File: config.mk
export PLATFORM = sky130hd
export DESIGN_NAME = temp_sensor_frame_parser
export DESIGN_NICKNAME = d
export VERILOG_FILES = /design/src/design/tsfp_pkg.sv /design/src/design/tsfp_core.sv /design/src/design/temp_sensor_frame_parser.sv
export SDC_FILE = /design/constraint.sdc
export NUM_CORES = 1
export LEC_CHECK = 0
export ABC_AREA = 1
export ABC_CLOCK_PERIOD_IN_PS = 3220
export BUFFER_PORTS_ARGS = -buffer_cell sky130_fd_sc_hd__buf_4
export CELL_PAD_IN_SITES_DETAIL_PLACEMENT = 0
export CELL_PAD_IN_SITES_GLOBAL_PLACEMENT = 1
export CORE_MARGIN = 1
export CORE_UTILIZATION = 40
export CTS_CLUSTER_SIZE = 12
export DETAILED_ROUTE_END_ITERATION = 10
export PLACE_DENSITY_LB_ADDON = 0.1
export SLEW_MARGIN = 20
export SYNTH_ARGS = -nofsm -noshare
export SYNTH_HDL_FRONTEND = slang
export SYNTH_SLANG_ARGS = --single-unit
File: constraint.sdc
create_clock -name clk_i -period 3.22 [get_ports clk_i]
set_input_delay 0.322 -clock clk_i [delete_from_list [all_inputs] [get_ports clk_i]]
set_output_delay 0.322 -clock clk_i [all_outputs]
set_load 0.02 [all_outputs]
File: src/design/tsfp_pkg.sv
// Shared types and constants for the temperature sensor frame parser.
package tsfp_pkg;

  localparam int unsigned PosW       = 5;
  localparam int unsigned FieldCount = 7;
  localparam logic [7:0]  FuncCode   = 8'h03;
  localparam logic [7:0]  HdrLimit   = 8'd16;
  localparam logic [7:0]  AddrReset  = 8'd164;

  localparam logic [PosW-1:0] PosAddr  = 5'd0;
  localparam logic [PosW-1:0] PosFunc  = 5'd1;
  localparam logic [PosW-1:0] PosStart = 5'd2;
  localparam logic [PosW-1:0] PosLen   = 5'd3;
  localparam logic [PosW-1:0] PosField = 5'd4;

  typedef struct packed {
    logic [PosW-1:0] pos;
    logic [PosW-1:0] len;
    logic [7:0]      sum;
  } ctl_t;

  typedef logic [FieldCount-1:0][7:0] fields_t;

  typedef struct packed {
    logic        checksum_ok;
    logic [15:0] object_temp;
    logic [15:0] ambient_temp;
    logic [15:0] body_temp;
    logic [7:0]  emissivity;
  } result_t;

endpackage

File: src/design/tsfp_core.sv
// Per-byte frame parsing step: next parser state, field capture and result.
module tsfp_core #(
  parameter int unsigned MAX_FRAME_BYTES = 21
) (
  input  logic [7:0]        rx_byte_i,
  input  logic [7:0]        frame_address_i,
  input  tsfp_pkg::ctl_t    ctl_i,
  input  tsfp_pkg::fields_t fields_i,
  output tsfp_pkg::ctl_t    ctl_o,
  output tsfp_pkg::fields_t fields_o,
  output logic              emit_o,
  output tsfp_pkg::result_t result_o
);
  import tsfp_pkg::*;

  localparam logic [PosW:0] MaxPos = (PosW+1)'(MAX_FRAME_BYTES);

  logic              mismatch;
  logic [PosW:0]     nxt;
  logic [PosW:0]     end_pos;
  logic              at_limit;
  logic              ok;
  fields_t           fb;

  assign mismatch = ((ctl_i.pos == PosAddr)  && (rx_byte_i != frame_address_i)) ||
                    ((ctl_i.pos == PosFunc)  && (rx_byte_i != FuncCode)) ||
                    ((ctl_i.pos == PosStart) && (rx_byte_i > HdrLimit)) ||
                    ((ctl_i.pos == PosLen)   && (rx_byte_i > HdrLimit));

  assign nxt      = {1'b0, ctl_i.pos} + (PosW+1)'(1);
  assign end_pos  = {1'b0, ctl_i.len} + (PosW+1)'(5);
  assign at_limit = (nxt > (PosW+1)'(3)) && (nxt >= MaxPos);
  assign emit_o   = !mismatch && !at_limit && (nxt > (PosW+1)'(3)) && (nxt == end_pos);
  assign ok       = (ctl_i.sum == rx_byte_i);

  always_comb begin
    for (int k = 0; k < FieldCount; k++) begin
      fb[k] = (ctl_i.pos == PosField + PosW'(k)) ? rx_byte_i : fields_i[k];
    end
  end

  always_comb begin
    result_o.checksum_ok  = ok;
    result_o.object_temp  = ok ? {fb[1], fb[2]} : 16'd0;
    result_o.ambient_temp = ok ? {fb[3], fb[4]} : 16'd0;
    result_o.body_temp    = ok ? {fb[5], fb[6]} : 16'd0;
    result_o.emissivity   = ok ? fb[0] : 8'd0;
  end

  always_comb begin
    ctl_o    = ctl_i;
    fields_o = fields_i;
    if (mismatch) begin
      ctl_o.pos = '0;
      ctl_o.sum = '0;
    end else begin
      fields_o = fb;
      if (ctl_i.pos == PosLen) begin
        ctl_o.len = rx_byte_i[PosW-1:0];
      end
      if (at_limit) begin
        ctl_o.pos = '0;
        ctl_o.sum = '0;
      end else if (emit_o) begin
        fields_o  = '0;
        ctl_o.pos = '0;
        ctl_o.sum = '0;
      end else begin
        ctl_o.sum = ctl_i.sum + rx_byte_i;
        ctl_o.pos = nxt[PosW-1:0];
      end
    end
  end

endmodule

File: src/design/temp_sensor_frame_parser.sv
// Top level of the temperature sensor frame parser: item registers and parser state.
// Takes one received byte per item and emits one result per frame, on its checksum byte.
// A byte enters an input register, is parsed against the frame state in the next cycle,
// and a result lands in an output register; one item per cycle is sustained while the
// output side does not stall. Only a result held while the output side stalls can hold
// back the input register. frame_address is matched at the start of each frame and
// should be written while no item is in flight.
module temp_sensor_frame_parser #(
  parameter int unsigned MAX_FRAME_BYTES = 21
) (
  input  logic        clk_i,
  input  logic        rst_ni,
  input  logic        cfg_wr_en_i,
  input  logic [7:0]  cfg_wr_data_i,
  input  logic        in_valid_i,
  output logic        in_ready_o,
  input  logic [7:0]  rx_byte_i,
  output logic        out_valid_o,
  input  logic        out_ready_i,
  output logic        checksum_ok_o,
  output logic [15:0] object_temp_o,
  output logic [15:0] ambient_temp_o,
  output logic [15:0] body_temp_o,
  output logic [7:0]  emissivity_o
);
  import tsfp_pkg::*;

  logic [7:0] addr_q;
  logic       in_valid_q;
  logic [7:0] in_byte_q;
  ctl_t       ctl_q, ctl_d;
  fields_t    fields_q, fields_d;
  logic       emit;
  result_t    res_d, res_q;
  logic       out_valid_q;
  logic       out_free;
  logic       advance;

  tsfp_core #(
    .MAX_FRAME_BYTES(MAX_FRAME_BYTES)
  ) u_core (
    .rx_byte_i      (in_byte_q),
    .frame_address_i(addr_q),
    .ctl_i          (ctl_q),
    .fields_i       (fields_q),
    .ctl_o          (ctl_d),
    .fields_o       (fields_d),
    .emit_o         (emit),
    .result_o       (res_d)
  );

  assign out_free   = !out_valid_q || out_ready_i;
  assign advance    = in_valid_q && (!emit || out_free);
  assign in_ready_o = !in_valid_q || advance;

  always_ff @(posedge clk_i or negedge rst_ni) begin
    if (!rst_ni) begin
      addr_q <= AddrReset;
    end else if (cfg_wr_en_i) begin
      addr_q <= cfg_wr_data_i;
    end
  end

  always_ff @(posedge clk_i or negedge rst_ni) begin
    if (!rst_ni) begin
      in_valid_q <= 1'b0;
    end else if (in_ready_o) begin
      in_valid_q <= in_valid_i;
    end
  end

  always_ff @(posedge clk_i) begin
    if (in_valid_i && in_ready_o) begin
      in_byte_q <= rx_byte_i;
    end
  end

  always_ff @(posedge clk_i or negedge rst_ni) begin
    if (!rst_ni) begin
      ctl_q    <= '0;
      fields_q <= '0;
    end else if (advance) begin
      ctl_q    <= ctl_d;
      fields_q <= fields_d;
    end
  end

  always_ff @(posedge clk_i or negedge rst_ni) begin
    if (!rst_ni) begin
      out_valid_q <= 1'b0;
    end else if (advance && emit) begin
      out_valid_q <= 1'b1;
    end else if (out_ready_i) begin
      out_valid_q <= 1'b0;
    end
  end

  always_ff @(posedge clk_i) begin
    if (advance && emit) begin
      res_q <= res_d;
    end
  end

  assign out_valid_o    = out_valid_q;
  assign checksum_ok_o  = res_q.checksum_ok;
  assign object_temp_o  = res_q.object_temp;
  assign ambient_temp_o = res_q.ambient_temp;
  assign body_temp_o    = res_q.body_temp;
  assign emissivity_o   = res_q.emissivity;

`ifndef NO_ASSERTIONS
  a_pos_limit: assert property (@(posedge clk_i) disable iff (!rst_ni)
    (32'(ctl_q.pos) < MAX_FRAME_BYTES))
    else $error("frame position past limit");

  a_no_overwrite: assert property (@(posedge clk_i) disable iff (!rst_ni)
    (advance && emit) |-> (!out_valid_q || out_ready_i))
    else $error("result register overwritten");

  a_restart_after_emit: assert property (@(posedge clk_i) disable iff (!rst_ni)
    (advance && emit) |=> (ctl_q.pos == '0 && ctl_q.sum == '0 && fields_q == '0))
    else $error("parser not restarted after frame");

  a_bad_zero: assert property (@(posedge clk_i) disable iff (!rst_ni)
    (out_valid_q && !res_q.checksum_ok) |->
      (res_q.object_temp == '0 && res_q.ambient_temp == '0 &&
       res_q.body_temp == '0 && res_q.emissivity == '0))
    else $error("failed frame carries nonzero data");
`endif

endmodule
==> flow_metrics.py <==
metrics = {
    "run_status": {
        "status": "completed",
    },
    "setup_path": {
        "critical_path_arrival_ps": 2580,
        "crit_type": "flip-flop to output pin",
        "cp.required_ps": 2900,
        "cp_max_fo": 9,
        "end_kind": "output pin",
        "startpoint_type": "flip-flop",
    },
    "placement": {
        "gp_congestion": 0.8830,
        "port_buffers": 79,
        "dp_hpwl_mm": 11.40,
        "numPlacedInstances": 1129,
    },
    "final_layout": {
        "ff_latch_area_um2": 4058,
        "layout-drive-gt1-share_pct": 17.90,
        "syn_to_final_growth_pct": 18.97,
        "diodes": 0,
        "fin_nets": 955,
        "final_cells": 1162,
        "multi_input_area_um2": 2689,
        "num-fill-cells": 1730,
        "final_core_util_pct": 48.67,
    },
    "synth": {
        "synth_seq_area_share_pct": 55.02,
        "ys_warn_count": 0,
        "yosysTopAreaCell": "dfrtp_1",
        "ys_ff_latch": 149,
        "postSynthNetCount": 886,
        "syn_area_um2": 7375,
        "synthDistinctLibCells": 31,
        "syn_area_per_cell_um2": 8.666,
        "synth_edf_count": 65,
        "synth.top_cell.area_share_pct": 27.49,
        "synth_cells": 851,
        "post-synth-top-count-cell": "nand2_1",
        "synth_area_leaders": "dfrtp_1 (27%), edfxtp_1 (26%), nand2_1 (12%), nor2_1 (7.0%), o21ai_0 (5.0%)",
        "ys.flop_type": "dfrtp_1",
        "netlist_top_cells_count": "nand2_1 (226), nor2_1 (138), inv_1 (94)",
        "synthArstFlopShare_pct": 56.38,
    },
    "timing": {
        "maxSlewViolCount": 0,
        "final-setup-viol-count": 0,
        "skew_ps": 8.839,
        "hold_viol": 0,
        "max_slew_margin_pct": 50.49,
        "min_period_ps": 2906,
        "rsz0062_at_grt": "false",
        "finalSetupTns_ps": 0,
        "clock.fmax_ghz": 0.3441,
        "fin_crit_sh_pct": 90.24,
        "tightestPinTransition_ps": 742.6,
    },
    "worst_hold_path": {
        "hold_path_class": "primary input to flip-flop",
    },
    "pwr": {
        "leakage_nw": 4.280,
        "pwr-share-comb_pct": 20.6,
        "p_sw_mw": 1.620,
        "pwr-share-clk_pct": 37.0,
        "switching_share_pct": 28.60,
        "share_seq_of_total_power_pct": 42.4,
        "power.density_nw_per_um2": 645.7,
        "intPower_mw": 4.045,
        "ir_drop_v": 0.0003858,
    },
    "detailed_routing": {
        "drt-initial-drc-count": 393,
        "viasPerCell": 4.832,
        "num_vias": 5615,
        "drc": 0,
        "drt-total-wl_mm": 17.68,
        "first_pass_iters": 5,
        "wl_per_cell_um": 15.22,
        "ant_nets": 0,
    },
    "die": {
        "num_rows": 49,
        "core_area_um2": 18020,
        "fp.dieArea_um2": 18980,
        "die_h_um": 137.8,
        "start_util_pct": 40.91,
        "die_w_um": 137.8,
        "ioPinCount": 80,
    },
    "global_route": {
        "grt_max_degree": 113,
        "grt_pass1_wl_mm": 28.41,
        "grtUsageTotal_pct": 20.20,
        "grt_overflow": 0,
        "grt_antenna_before_repair": 0,
        "grt_pass1_vias": 5481,
    },
    "flow_run": {
        "maxCapViolations": 0,
    },
    "cts": {
        "clk_path_buf_depth": 2,
        "clock_latency_ps": 420,
        "cts_tree": "yes",
        "cts-buffers-inserted": 17,
        "cts_root_buffer": "clkbuf_16",
        "cts_htree_levels": 4,
        "cts.sinks": 149,
        "cts_setup_buffers": 0,
        "cts_resized": 0,
        "cts.clk_slew.worst_paths_ps": 60,
    },
}
-- through the flow --
step / power [mW] / hold WS, ps / setup WS [ps] / cell area [µm²]
2_1_floorplan: 3.345 / 26.41 / 229.6 / 7378
3_3_place_gp: 3.563 / 434.4 / 629.6 / 8135
3_5_place_dp: 3.601 / 429.1 / 503.2 / 8135
4_1_cts: 5.721 / 51.64 / 291.5 / 8773
5_1_grt: 6.020 / 51.65 / 107.6 / 8773
6_report: 5.665 / 70.16 / 314.1 / 8773
-- cell families after synthesis --
kind of cell             synth area share (%)
AND/OR/NAND/NOR                         20.92
flip-flops                              55.02
buffers and inverters                   8.517
AO/OA/AOI/OAI                           10.82
XOR/XNOR                                1.782
adder cells (fa/ha/maj)                 2.477
multiplexers                           0.4581
-- worst max-delay path, cell delays in order, from the launching register on --
cell and delay, ps:
dfrtp_1 520, inv_1 130, ha_1 340, xor2_1 170, nor2_1 110, nand3_1 80
nor2_1 90, nand2_1 90, nor2_4 110, inv_2 60, nor2_4 120, nand3_1 150
buf_4 200
-- routing by layer --
layer | global-route usage (%) | wire (µm)
met4 | 8.092 | 342
met2 | 32.55 | 8421
met3 | 3.532 | 684
met5 | 0 | 0
met1 | 26.91 | 8237
-- registers in the layout, summed over array words and instances, names as in the netlist --
name / count
in_byte_q: 8
body_temp_o: 16
emissivity_o: 8
ctl_q: 18
out_valid_o: 1
in_valid_q: 1
fields_q: 56
addr_q: 8
ambient_temp_o: 16
object_temp_o: 16
checksum_ok_o: 1
-- repair_timing --
action / CTS / global route
hold buffers: 1 / 0
setup endpoints to repair: 0 / 0
endpoints found under the hold margin: 24 / 0
-- final timing paths --
check                              from          endpoint  slack, ps  cells past startpoint
max                           ctl_q[13]        in_ready_o        310                     12
min                        rx_byte_i[0]      in_byte_q[0]         70                      1
max reg2reg                   ctl_q[13]  object_temp_o[6]        500                     13
min reg2reg                    ctl_q[2]          ctl_q[2]        500                      2
max in group asynchronous        rst_ni         addr_q[2]       1900                      3
min in group asynchronous        rst_ni      fields_q[34]        510                      2
-- layout make-up --
class	count	share of cell area (%)
inverter	99	4.293
clock inverter	10	1.640
sequential	149	46.25
clock buffer	22	5.519
tap	229	3.266
timing repair buffer	91	8.386
multi-input combinational	562	30.65
-- cell usage in the layout (no fill, tap or decap), drive strengths merged --
cell and count:
xor2 8, clkinvlp 4, xnor2 7, clkbuf 22, mux2 3, dfstp 3
fa 1, dfrtp 81, nor2 142, nand2 226, edfxtp 65, buf 90
nor3 2, bufinv 3, nor4 1, o21bai 1, inv 99, nand4 4
a21oi 6, clkinv 3, dlygate4sd3 1, o21ai 131, o211ai 1, ha 13
nand3 16
-- power by group through the flow --
stage | clock [mW] | combinational [mW] | sequential [mW]
2_1_floorplan | 0 | 0.953 | 2.39
3_3_place_gp | 0 | 1.13 | 2.43
3_5_place_dp | 0 | 1.16 | 2.44
4_1_cts | 2.14 | 1.18 | 2.40
5_1_grt | 2.22 | 1.37 | 2.43
6_report | 2.09 | 1.17 | 2.40
Power figures use the tool's default switching activity.
